[src/rtl/avmp_pkg.sv]
package avmp_pkg;

  localparam int MAG_W = 12;
  localparam logic [MAG_W-1:0] MAG_MAX = '1;

  typedef logic [MAG_W-1:0] mag_t;

endpackage

[src/rtl/avmp_in_if.sv]
interface avmp_in_if #(
  parameter int SAMPLE_BITS = 14
);
  logic                   valid;
  logic                   ready;
  logic [SAMPLE_BITS-1:0] raw_x;
  logic [SAMPLE_BITS-1:0] raw_y;
  logic [SAMPLE_BITS-1:0] raw_z;

  modport source (output valid, output raw_x, output raw_y, output raw_z, input ready);
  modport sink   (input valid, input raw_x, input raw_y, input raw_z, output ready);
endinterface

[src/rtl/avmp_out_if.sv]
interface avmp_out_if #(
  parameter int SAMPLE_BITS = 14
);
  import avmp_pkg::*;

  logic                          valid;
  logic                          ready;
  mag_t                          magnitude;
  mag_t                          peak_magnitude;
  logic signed [SAMPLE_BITS-2:0] clip_x;
  logic signed [SAMPLE_BITS-2:0] clip_y;
  logic signed [SAMPLE_BITS-2:0] clip_z;

  modport source (output valid, output magnitude, output peak_magnitude,
                  output clip_x, output clip_y, output clip_z, input ready);
  modport sink   (input valid, input magnitude, input peak_magnitude,
                  input clip_x, input clip_y, input clip_z, output ready);
endinterface

[src/rtl/avmp_lane.sv]
module avmp_lane #(
  parameter int SAMPLE_BITS = 14
) (
  input  logic                              clk,
  input  logic                              load,
  input  logic [SAMPLE_BITS-1:0]            raw,
  output logic signed [SAMPLE_BITS-2:0]     clip,
  output logic [2*(SAMPLE_BITS-3)-1:0]      sq
);
  import avmp_pkg::*;

  localparam int CW = SAMPLE_BITS - 1;
  localparam int QW = SAMPLE_BITS - 3;
  localparam int SW = 2 * QW;

  localparam logic [CW-1:0] POS_LIMIT = {1'b0, {(CW-1){1'b1}}};
  localparam logic [CW-1:0] NEG_LIMIT = {1'b1, {(CW-2){1'b0}}, 1'b1};

  logic          sign_bit;
  logic          oneg_bit;
  logic [CW-1:0] clip_c;
  logic [CW-1:0] abs_c;
  logic [QW-1:0] q;

  assign sign_bit = raw[SAMPLE_BITS-1];
  assign oneg_bit = raw[SAMPLE_BITS-2];

  always_comb begin
    priority if (!sign_bit && oneg_bit) begin
      clip_c = POS_LIMIT;
    end else if (sign_bit && !oneg_bit) begin
      clip_c = NEG_LIMIT;
    end else begin
      clip_c = raw[CW-1:0];
    end
  end

  // minus one g exactly gives 0x1000 here, still a valid unsigned magnitude
  assign abs_c = clip_c[CW-1] ? (~clip_c + CW'(1)) : clip_c;
  assign q     = abs_c[CW-1:2];

  always_ff @(posedge clk) begin
    if (load) begin
      clip <= clip_c;
      sq   <= SW'(q) * SW'(q);
    end
  end

endmodule

[src/rtl/avmp_isqrt.sv]
module avmp_isqrt #(
  parameter int ROOT_W = 12
) (
  input  logic                  clk,
  input  logic                  rst,
  input  logic                  start,
  input  logic [2*ROOT_W-1:0]   operand,
  output logic                  done,
  output logic [ROOT_W-1:0]     root
);
  import avmp_pkg::*;

  localparam int NW = 2 * ROOT_W;
  localparam int RW = ROOT_W + 2;
  localparam int CNT_W = $clog2(ROOT_W + 1);

  logic [NW-1:0]    opnd;
  logic [RW-1:0]    rem;
  logic [CNT_W-1:0] cnt;
  logic             busy;

  logic [RW-1:0]    rem_sh;
  logic [RW-1:0]    trial;
  logic             fits;

  // one result bit per cycle, two operand bits brought down each step
  assign rem_sh = {rem[ROOT_W-1:0], opnd[NW-1 -: 2]};
  assign trial  = {root, 2'b01};
  assign fits   = rem_sh >= trial;

  always_ff @(posedge clk) begin
    if (rst) begin
      busy <= 1'b0;
      done <= 1'b0;
      cnt  <= '0;
    end else if (start) begin
      busy <= 1'b1;
      done <= 1'b0;
      cnt  <= CNT_W'(ROOT_W);
    end else if (busy) begin
      cnt <= cnt - CNT_W'(1);
      if (cnt == CNT_W'(1)) begin
        busy <= 1'b0;
        done <= 1'b1;
      end
    end
  end

  always_ff @(posedge clk) begin
    if (start) begin
      opnd <= operand;
      rem  <= '0;
      root <= '0;
    end else if (busy) begin
      opnd <= {opnd[NW-3:0], 2'b00};
      rem  <= fits ? (rem_sh - trial) : rem_sh;
      root <= {root[ROOT_W-2:0], fits};
    end
  end

endmodule

[src/rtl/accel_vector_magnitude_peak_unit.sv]
// Three-axis accelerometer magnitude with peak hold.
//
// in_ch carries one sample word of three two's-complement axes; out_ch
// returns one word per sample: magnitude, running peak and the three
// axes clipped to one g. Both are valid/ready channels.
//
// Three axis lanes clip, rectify, quarter and square in parallel in the
// cycle a word is taken. The next cycle sums the squares and starts a
// restoring square root that settles one result bit per cycle. A new
// sample is taken only once the previous one has left the root unit, so
// the unit does not start a sample while another is still in work.
//
// The result sits in an output register; the next sample may be taken
// and worked on while it waits. If the receiver stalls longer, the
// finished root is held and no further sample is taken.
// Reset (synchronous) clears the peak to zero and empties the pipeline.
module accel_vector_magnitude_peak_unit #(
  parameter int SAMPLE_BITS = 14
) (
  input logic clk,
  input logic rst,
  avmp_in_if.sink    in_ch,
  avmp_out_if.source out_ch
);
  import avmp_pkg::*;

  localparam int CW     = SAMPLE_BITS - 1;
  localparam int SQ_W   = 2 * (SAMPLE_BITS - 3);
  localparam int ROOT_W = SAMPLE_BITS - 2;
  localparam int SUM_W  = 2 * ROOT_W;
  localparam int MX_W   = (ROOT_W > MAG_W) ? ROOT_W : MAG_W;

  localparam logic [1:0] S_IDLE = 2'd0;
  localparam logic [1:0] S_SUM  = 2'd1;
  localparam logic [1:0] S_ROOT = 2'd2;

  logic [1:0] state;
  logic [1:0] state_next;

  logic take;
  logic load_out;
  logic out_free;

  logic signed [CW-1:0] cx, cy, cz;
  logic [SQ_W-1:0]      sqx, sqy, sqz;
  logic [SUM_W-1:0]     sum;
  logic                 root_done;
  logic [ROOT_W-1:0]    root;
  logic [MX_W-1:0]      root_ext;
  mag_t                 mag;
  mag_t                 peak;
  mag_t                 peak_next;

  logic                 out_valid;

  assign in_ch.ready = (state == S_IDLE) && !rst;
  assign take        = in_ch.valid && in_ch.ready;
  assign out_free    = !out_valid || out_ch.ready;
  assign load_out    = (state == S_ROOT) && root_done && out_free;

  avmp_lane #(.SAMPLE_BITS(SAMPLE_BITS)) u_lane_x (
    .clk(clk), .load(take), .raw(in_ch.raw_x), .clip(cx), .sq(sqx)
  );
  avmp_lane #(.SAMPLE_BITS(SAMPLE_BITS)) u_lane_y (
    .clk(clk), .load(take), .raw(in_ch.raw_y), .clip(cy), .sq(sqy)
  );
  avmp_lane #(.SAMPLE_BITS(SAMPLE_BITS)) u_lane_z (
    .clk(clk), .load(take), .raw(in_ch.raw_z), .clip(cz), .sq(sqz)
  );

  assign sum = SUM_W'(sqx) + SUM_W'(sqy) + SUM_W'(sqz);

  avmp_isqrt #(.ROOT_W(ROOT_W)) u_isqrt (
    .clk(clk), .rst(rst), .start(state == S_SUM), .operand(sum),
    .done(root_done), .root(root)
  );

  // wider sample widths can exceed the 12-bit magnitude; saturate
  assign root_ext  = MX_W'(root);
  assign mag       = (root_ext > MX_W'(MAG_MAX)) ? MAG_MAX : root_ext[MAG_W-1:0];
  assign peak_next = (mag > peak) ? mag : peak;

  always_comb begin
    state_next = state;
    unique case (state)
      S_IDLE:  if (take) state_next = S_SUM;
      S_SUM:   state_next = S_ROOT;
      S_ROOT:  if (load_out) state_next = S_IDLE;
      default: state_next = S_IDLE;
    endcase
  end

  always_ff @(posedge clk) begin
    if (rst) begin
      state     <= S_IDLE;
      peak      <= '0;
      out_valid <= 1'b0;
    end else begin
      state <= state_next;
      if (load_out) begin
        peak      <= peak_next;
        out_valid <= 1'b1;
      end else if (out_ch.ready) begin
        out_valid <= 1'b0;
      end
    end
  end

  always_ff @(posedge clk) begin
    if (load_out) begin
      out_ch.magnitude      <= mag;
      out_ch.peak_magnitude <= peak_next;
      out_ch.clip_x         <= cx;
      out_ch.clip_y         <= cy;
      out_ch.clip_z         <= cz;
    end
  end

  assign out_ch.valid = out_valid;

  a_peak_monotonic: assert property (@(posedge clk) disable iff (rst)
    1'b1 |=> peak >= $past(peak))
    else $error("peak hold decreased");

  a_peak_covers_mag: assert property (@(posedge clk) disable iff (rst)
    out_valid |-> out_ch.peak_magnitude >= out_ch.magnitude)
    else $error("peak below magnitude in result word");

  a_no_overwrite: assert property (@(posedge clk) disable iff (rst)
    out_valid && !out_ch.ready |=> out_valid && $stable(out_ch.magnitude))
    else $error("pending result word overwritten");

  a_sum_after_take: assert property (@(posedge clk) disable iff (rst)
    take |=> state == S_SUM)
    else $error("accepted word not passed to root unit");

endmodule
[src/flat_wrapper.sv]
// flat-port wrapper written by rule: the top's interface ports become plain ports
module accel_vector_magnitude_peak_unit_flat import avmp_pkg::*;
#(
  parameter int SAMPLE_BITS = 14
)
  (clk, rst, in_ch_valid, in_ch_raw_x, in_ch_raw_y, in_ch_raw_z, in_ch_ready, out_ch_valid, out_ch_magnitude, out_ch_peak_magnitude, out_ch_clip_x, out_ch_clip_y, out_ch_clip_z, out_ch_ready);
  avmp_in_if #(.SAMPLE_BITS(SAMPLE_BITS)) in_ch_i ();
  avmp_out_if #(.SAMPLE_BITS(SAMPLE_BITS)) out_ch_i ();
  input logic clk;
  input logic rst;
  input wire logic [$bits(in_ch_i.valid)-1:0] in_ch_valid;
  input wire logic [$bits(in_ch_i.raw_x)-1:0] in_ch_raw_x;
  input wire logic [$bits(in_ch_i.raw_y)-1:0] in_ch_raw_y;
  input wire logic [$bits(in_ch_i.raw_z)-1:0] in_ch_raw_z;
  output wire logic [$bits(in_ch_i.ready)-1:0] in_ch_ready;
  output wire logic [$bits(out_ch_i.valid)-1:0] out_ch_valid;
  output wire logic [$bits(out_ch_i.magnitude)-1:0] out_ch_magnitude;
  output wire logic [$bits(out_ch_i.peak_magnitude)-1:0] out_ch_peak_magnitude;
  output wire logic [$bits(out_ch_i.clip_x)-1:0] out_ch_clip_x;
  output wire logic [$bits(out_ch_i.clip_y)-1:0] out_ch_clip_y;
  output wire logic [$bits(out_ch_i.clip_z)-1:0] out_ch_clip_z;
  input wire logic [$bits(out_ch_i.ready)-1:0] out_ch_ready;
  assign in_ch_i.valid = in_ch_valid;
  assign in_ch_i.raw_x = in_ch_raw_x;
  assign in_ch_i.raw_y = in_ch_raw_y;
  assign in_ch_i.raw_z = in_ch_raw_z;
  assign in_ch_ready = in_ch_i.ready;
  assign out_ch_valid = out_ch_i.valid;
  assign out_ch_magnitude = out_ch_i.magnitude;
  assign out_ch_peak_magnitude = out_ch_i.peak_magnitude;
  assign out_ch_clip_x = out_ch_i.clip_x;
  assign out_ch_clip_y = out_ch_i.clip_y;
  assign out_ch_clip_z = out_ch_i.clip_z;
  assign out_ch_i.ready = out_ch_ready;
  accel_vector_magnitude_peak_unit #(.SAMPLE_BITS(SAMPLE_BITS)) u_core (.clk(clk), .rst(rst), .in_ch(in_ch_i), .out_ch(out_ch_i));
endmodule
[config.mk]
export PLATFORM = sky130hd
export DESIGN_NAME = accel_vector_magnitude_peak_unit_flat
export DESIGN_NICKNAME = d
export VERILOG_FILES = /design/src/rtl/avmp_pkg.sv /design/src/rtl/avmp_in_if.sv /design/src/rtl/avmp_out_if.sv /design/src/rtl/avmp_lane.sv /design/src/rtl/avmp_isqrt.sv /design/src/rtl/accel_vector_magnitude_peak_unit.sv /design/src/flat_wrapper.sv
export SDC_FILE = /design/constraint.sdc
export NUM_CORES = 1
export LEC_CHECK = 0
export ABC_AREA = 1
export BUFFER_PORTS_ARGS = -buffer_cell sky130_fd_sc_hd__buf_2
export CORE_MARGIN = 10
export CORE_UTILIZATION = 40
export CTS_BUF_LIST = sky130_fd_sc_hd__clkbuf_4
export DETAILED_ROUTE_END_ITERATION = 8
export MAX_ROUTING_LAYER = met4
export PLACE_DENSITY = 0.58
export RECOVER_POWER = 100
export SYNTH_ARGS = -nofsm -noshare
export SYNTH_HDL_FRONTEND = slang
export SYNTH_HIERARCHICAL = 1
export SYNTH_SLANG_ARGS = --single-unit
[constraint.sdc]
create_clock -name clk -period 13.05 [get_ports clk]
set_input_delay 0.6525 -clock clk [delete_from_list [all_inputs] [get_ports clk]]
set_output_delay 0.6525 -clock clk [all_outputs]
set_load 0.1 [all_outputs]
# Word-level counts from Yosys, hierarchy flattened
# Index checks and enable logic that the tools add are counted.
# classes
n_bitwise,3
mux,24
eq_ne,5
n_addsub,7
n_reduce_logical,25
multipliers,3
n_lt_le_gt_ge,3
# ops
op,count
13-bit two-way mux,9
11-bit by 11-bit multiplier with 22-bit output,3
24-bit two-way mux,2
"13-bit by 1-bit adder with 13-bit output, second input constant",3
13-bit inverter,3
12-bit two-way mux,3
24-bit by 22-bit adder with 24-bit output,1
22-bit by 22-bit adder with 23-bit output,1
14-bit greater-or-equal comparator,1
12-bit > comparator,1
"12-bit > comparator, second input constant",1
12-bit subtractor,1
1-bit logical AND,10
1-bit zero test,8
4-bit two-way mux,2
2-bit case mux with 3 select lines,1
1-bit two-way mux,5
"4-bit by 1-bit equality test with 1-bit output, second input constant",1
2-bit two-way mux,2
"2-bit by 1-bit != test with 1-bit output, second input constant",2
2-bit AND reduction,2
2-bit nonzero test,2
"4-bit by 1-bit subtractor with 4-bit output, second input constant",1
"2-bit by 1-bit equality test with 1-bit output, second input constant",1
4 further kinds,4
# word_totals
wordCells,91
register_bits,237
in_bits,46

# Logic depth before layout (Yosys ltp)
# depth
word_depth,8
depth_mapped,32
depth_no_buf,31

# Hierarchy
# Netlist, hierarchy kept.
# by_module_without_submodules
module,cells_each,seq_area_each_um2,instances,area_each_um2
avmp_lane (u_core.u_lane_y),572,1021.0,1,5019.8
avmp_lane (u_core.u_lane_x),575,1021.0,1,5016.1
accel_vector_magnitude_peak_unit,516,2192.1,1,4987.3
avmp_lane (u_core.u_lane_z),565,1021.0,1,4894.7
avmp_isqrt,402,1321.3,1,3029.2

# Worst setup path before layout
# OpenSTA, ideal clock, no wires.
# synth_path
path_type,input-to-reg
start,input in_ch_raw_y[13]
end,"register u_core.u_lane_y.sq[17], data pin"
n_path_buf,2
slack_ns,7.094
arrival_time_ns,5.697
cell_stages,27
t_required_ns,12.791
cell_sequence,buf_6 -> nor2_8 -> inv_6 -> buf_6 -> nand3_1 -> nor2_2 -> nand4_1 -> nand2_1 -> nand2_1 -> nand2_4 -> nand2_1 -> fa_1 -> inv_1 -> fa_1 -> fa_1 -> fa_1 -> inv_1 -> fa_1 -> inv_1 -> ha_1 -> a21oi_1 -> inv_1 -> a31oi_1 -> nor2_1 -> nor2_1 -> nand2_1 -> xor2_1
# synth_between
elab_chain_len,7
word_cells_on_any_way,9
# synth_rtl
element,line_no,source
from (decl),flat_wrapper.sv:13,input wire logic [$bits(in_ch_i.raw_y)-1:0] in_ch_raw_y;
1-bit logical AND or 1-bit zero test (tied branches),"avmp_lane.sv:31, avmp_lane.sv:29",
13-bit two-way mux or 1-bit logical AND (tied branches),"avmp_lane.sv:31, avmp_lane.sv:29",
13-bit two-way mux (*),avmp_lane.sv:29,priority if (!sign_bit && oneg_bit) begin
13-bit inverter,avmp_lane.sv:39,assign abs_c = clip_c[CW-1] ? (~clip_c + CW'(1)) : clip_c;
13-bit by 1-bit adder with 13-bit output,avmp_lane.sv:39,
13-bit two-way mux (*),avmp_lane.sv:39,
11-bit by 11-bit multiplier with 22-bit output (*),avmp_lane.sv:45,sq <= SW'(q) * SW'(q);
to (signal assigned),avmp_lane.sv:45,
to (decl),avmp_lane.sv:8,output logic [2*(SAMPLE_BITS-3)-1:0] sq
# Every way passes the cells marked *; elsewhere a longest branch is shown, timed or not.
# A chain may end at the register's enable or synchronous reset.

# Final worst setup path
# layout_path
start,input in_ch_raw_y[13]
end,"register u_core.u_lane_y.sq[15], data pin"
# The elaborated chain is that of the path after synthesis.

==> results.cfg <==
[yosys]
yosys_most_used_dff = edfxtp_1
async_reset_ff_share_pct = 0
syn_area_per_cell_um2 = 8.725
synth_edf_count = 189
synth.yosys.warnings = 6
ys_types = 59
ys_ff_latch = 234
synth_cells = 2630
synth_area_um2 = 22950
synth_seq_area_share_pct = 28.66

[worst_setup_path]
cp-end-kind = register
path_buf_inv = 7
path_max_fanout = 17
cp.arrival_ps = 8140
cp_slowest_cell = o21ai_0
cp-start-kind = input port
max_stage_delay_ps = 860
critPathKind = input port to register
cp_top_family = adder cells
worstPathRequired_ps = 13510

[sta]
drv_slew = 260
rsz0062_at_grt = false
post-route-period-util_pct = 58.86
finalSetupViolations = 0
fmax_mhz = 130.2
slew_headroom_pct = -185.5
tns_ps = 0
worst_pin_slew_ps = 4282
clock_skew_ps = 64.73
hold_viol = 0
fin_crit_ps = 7681

[floorplanning]
io_pins = 111
die_width_um = 259.5
die_y_um = 259.5
num_rows = 87
core_area_um2 = 56600
start_util_pct = 40.54
dieArea_um2 = 67350

[drt]
via_per_inst = 4.764
drc_errors = 0
drtIter0Drc = 776
dr_total_vias = 17249
firstDrtPassIters = 5
wl_um = 51920
ant_nets = 0
wl_per_cell_um = 14.34

[grt]
grtUsageMet3_pct = 2.128
overflow = 0
grt_util_met2_pct = 27.36
grt_usage_pct = 16.48
met1_usage_pct = 20.58
grt.busiest_layer = met2
grt_pass1_vias = 17979
antenna_found_initial = 2
grt_pass1_wl_um = 88800
grt_max_degree = 78

[cells_and_area]
area_growth_syn_to_layout_pct = 8.833
multi_input_area_um2 = 14010
nNetsFinal = 3282
n_fill_cell = 5700
layout-drive-gt1-share_pct = 11.63
seqCellArea_um2 = 6576

[cts]
cts_resized = 0
post_cts_buffers = 0
cts_made_buffers = 71
clock_latency_ps = 750
cts_tree = built
holdBufCountCts = 0
clk_pin_slew_ps = 60
htreeDepth = 3
cts_root_buf = clkbuf_4
clock-sinks = 234
clock_path_buffers = 3

[placed_design]
dp_hpwl_um = 42790
port_buffers = 110
place_congestion = 0.9002

[worst_hold_path]
hold_path.class = input port to register

[outcome]
violations = max-capacitance violations, max-slew violations
outcome = finished, violations left

[job]
max-cap-violations = 6
## kinds of logic (layout without fill, tap and decap cells)
family	Yosys count	in the layout	share of synthesized area, %
AO/OA/AOI/OAI	242	242	5.932
other	6	49	0.09814
buffers and inverters	588	780	10.25
flip-flops	234	234	28.66
AND/OR/NAND/NOR	1048	1048	21.25
adder cells (fa/ha/maj)	428	428	30.34
XOR/XNOR	84	84	3.468
## worst register-to-register path, cell delays in order, from the launching register on
cell      delay (ps)
dfxtp_1          360
inv_1             50
nor2_1           120
nand2_1           90
nor2_1          1610
clkbuf_1        2370
inv_1            950
a21oi_1          370
nand2_1           70
inv_1             50
## layout by cell type (no fill, tap or decap), types with 5 or more instances in the layout
master / netlist / routed
nor2_4: 12 / 9
a21oi_1: 116 / 116
conb_1: 6 / 47
o22ai_1: 11 / 11
inv_1: 478 / 486
dfxtp_1: 45 / 45
ha_1: 214 / 214
nand2_1: 545 / 561
nand2_2: 56 / 44
clkinv_1: 2 / 13
clkbuf_4: 0 / 110
clkinv_2: 0 / 5
nand3_2: 11 / 11
nor2_1: 185 / 192
nor2_2: 19 / 17
a31oi_1: 5 / 5
o21bai_1: 6 / 6
nand3_1: 130 / 132
nor3_2: 6 / 6
edfxtp_1: 189 / 189
inv_2: 53 / 46
xnor2_1: 23 / 23
o21ai_0: 66 / 70
nor4_1: 7 / 7
nor3_1: 13 / 13
fa_1: 214 / 214
a21o_1: 8 / 8
nand4_1: 26 / 27
xor2_1: 56 / 57
clkbuf_1: 27 / 72
buf_2: 3 / 42
nand2_4: 25 / 21
## final timing paths
path                            slack (ps)  cells past startpoint                         startpoint                                 to
worst max register to register        6940                      9       u_core/state[1]$_SDFFE_PP0P_        u_core/peak[9]$_SDFFE_PP0P_
worst min register to register         410                      0  u_core/u_lane_x/clip[1]$_DFFE_PP_  u_core/out_ch.clip_x[1]$_DFFE_PP_
worst max-delay path                  5370                     26                    in_ch_raw_y[13]   u_core/u_lane_y/sq[15]$_DFFE_PP_
worst min-delay path                   130                      2                        in_ch_valid       u_core/state[0]$_SDFFE_PP0P_
## registers in the layout (all words and copies together), names as in the netlist, 2 cells and up
name / cells
u_core/out_ch.clip_z: 13
u_core/u_lane_y/sq: 21
u_core/out_ch.clip_y: 13
u_core/u_lane_z/clip: 13
u_core/u_lane_y/clip: 13
u_core/out_ch.peak_magnitude: 12
u_core/out_ch.magnitude: 12
u_core/state: 2
u_core/u_isqrt/rem: 12
u_core/u_isqrt/opnd: 24
u_core/u_isqrt/root: 12
u_core/u_isqrt/cnt: 4
u_core/u_lane_z/sq: 21
u_core/u_lane_x/sq: 21
u_core/u_lane_x/clip: 13
u_core/peak: 12
u_core/out_ch.clip_x: 13
## stage by stage
| stage | instance area (µm²) | std cells | setup WS, ps | utilization [%] | hold WS [ps] |
|---|---|---|---|---|---|
| 2_1_floorplan | 23100 | 2671 | 7094 | - | 400.3 |
| 3_3_place_gp | 24310 | 3491 | 6061 | 42.96 | 400.4 |
| 3_5_place_dp | 24310 | 3491 | 6094 | 42.96 | 404.5 |
| 4_1_cts | 25240 | 3619 | 6913 | 44.59 | 35.07 |
| 5_1_grt | 24970 | 3621 | 4840 | 44.12 | 73.14 |
| 6_report | 24970 | 3621 | 5369 | 44.12 | 134.1 |
## cell usage after synthesis, drive strengths merged (4+ instances only)
library cell  number  share of area, %
a21o               8              0.26
a21oi            119               2.7
a31oi              5              0.14
and2               5              0.14
buf               22              0.92
clkbuf            28              0.46
conb               6             0.098
dfxtp             45               3.9
edfxtp           189                25
fa               214                19
ha               214                12
inv              536               8.8
nand2            626                12
nand3            143               3.5
nand4             29              0.91
nor2             218               4.3
nor3              19              0.55
nor4               7              0.19
o21ai             79               1.9
o21bai             6              0.20
o22ai             11              0.30
o31ai              4              0.13
xnor2             24               1.0
xor2              60               2.5
## layout make-up
| cell class | instances | share of cell area, % |
|---|---|---|
| Timing Repair Buffer | 114 | 1.924 |
| Inverter | 538 | 8.131 |
| Clock buffer | 110 | 3.307 |
| Antenna cell | 2 | 0.02004 |
| Clock inverter | 18 | 0.4008 |
| Tap cell | 756 | 3.788 |
| Sequential cell | 234 | 26.33 |
| Multi-Input combinational cell | 1849 | 56.10 |
## per-layer routing
| layer | vias up | part of all wire, % |
|---|---|---|
| met3 | 69 | 3.4 |
| met1 | 8243 | 46 |
| met5 | - | 0 |
| li1 | 8642 | - |
| met2 | 295 | 49 |
| met4 | 0 | 2.0 |
Power is left out: the tool's default activity adds up to more than one toggle a clock period on the data nets, which glitch-free logic cannot reach.
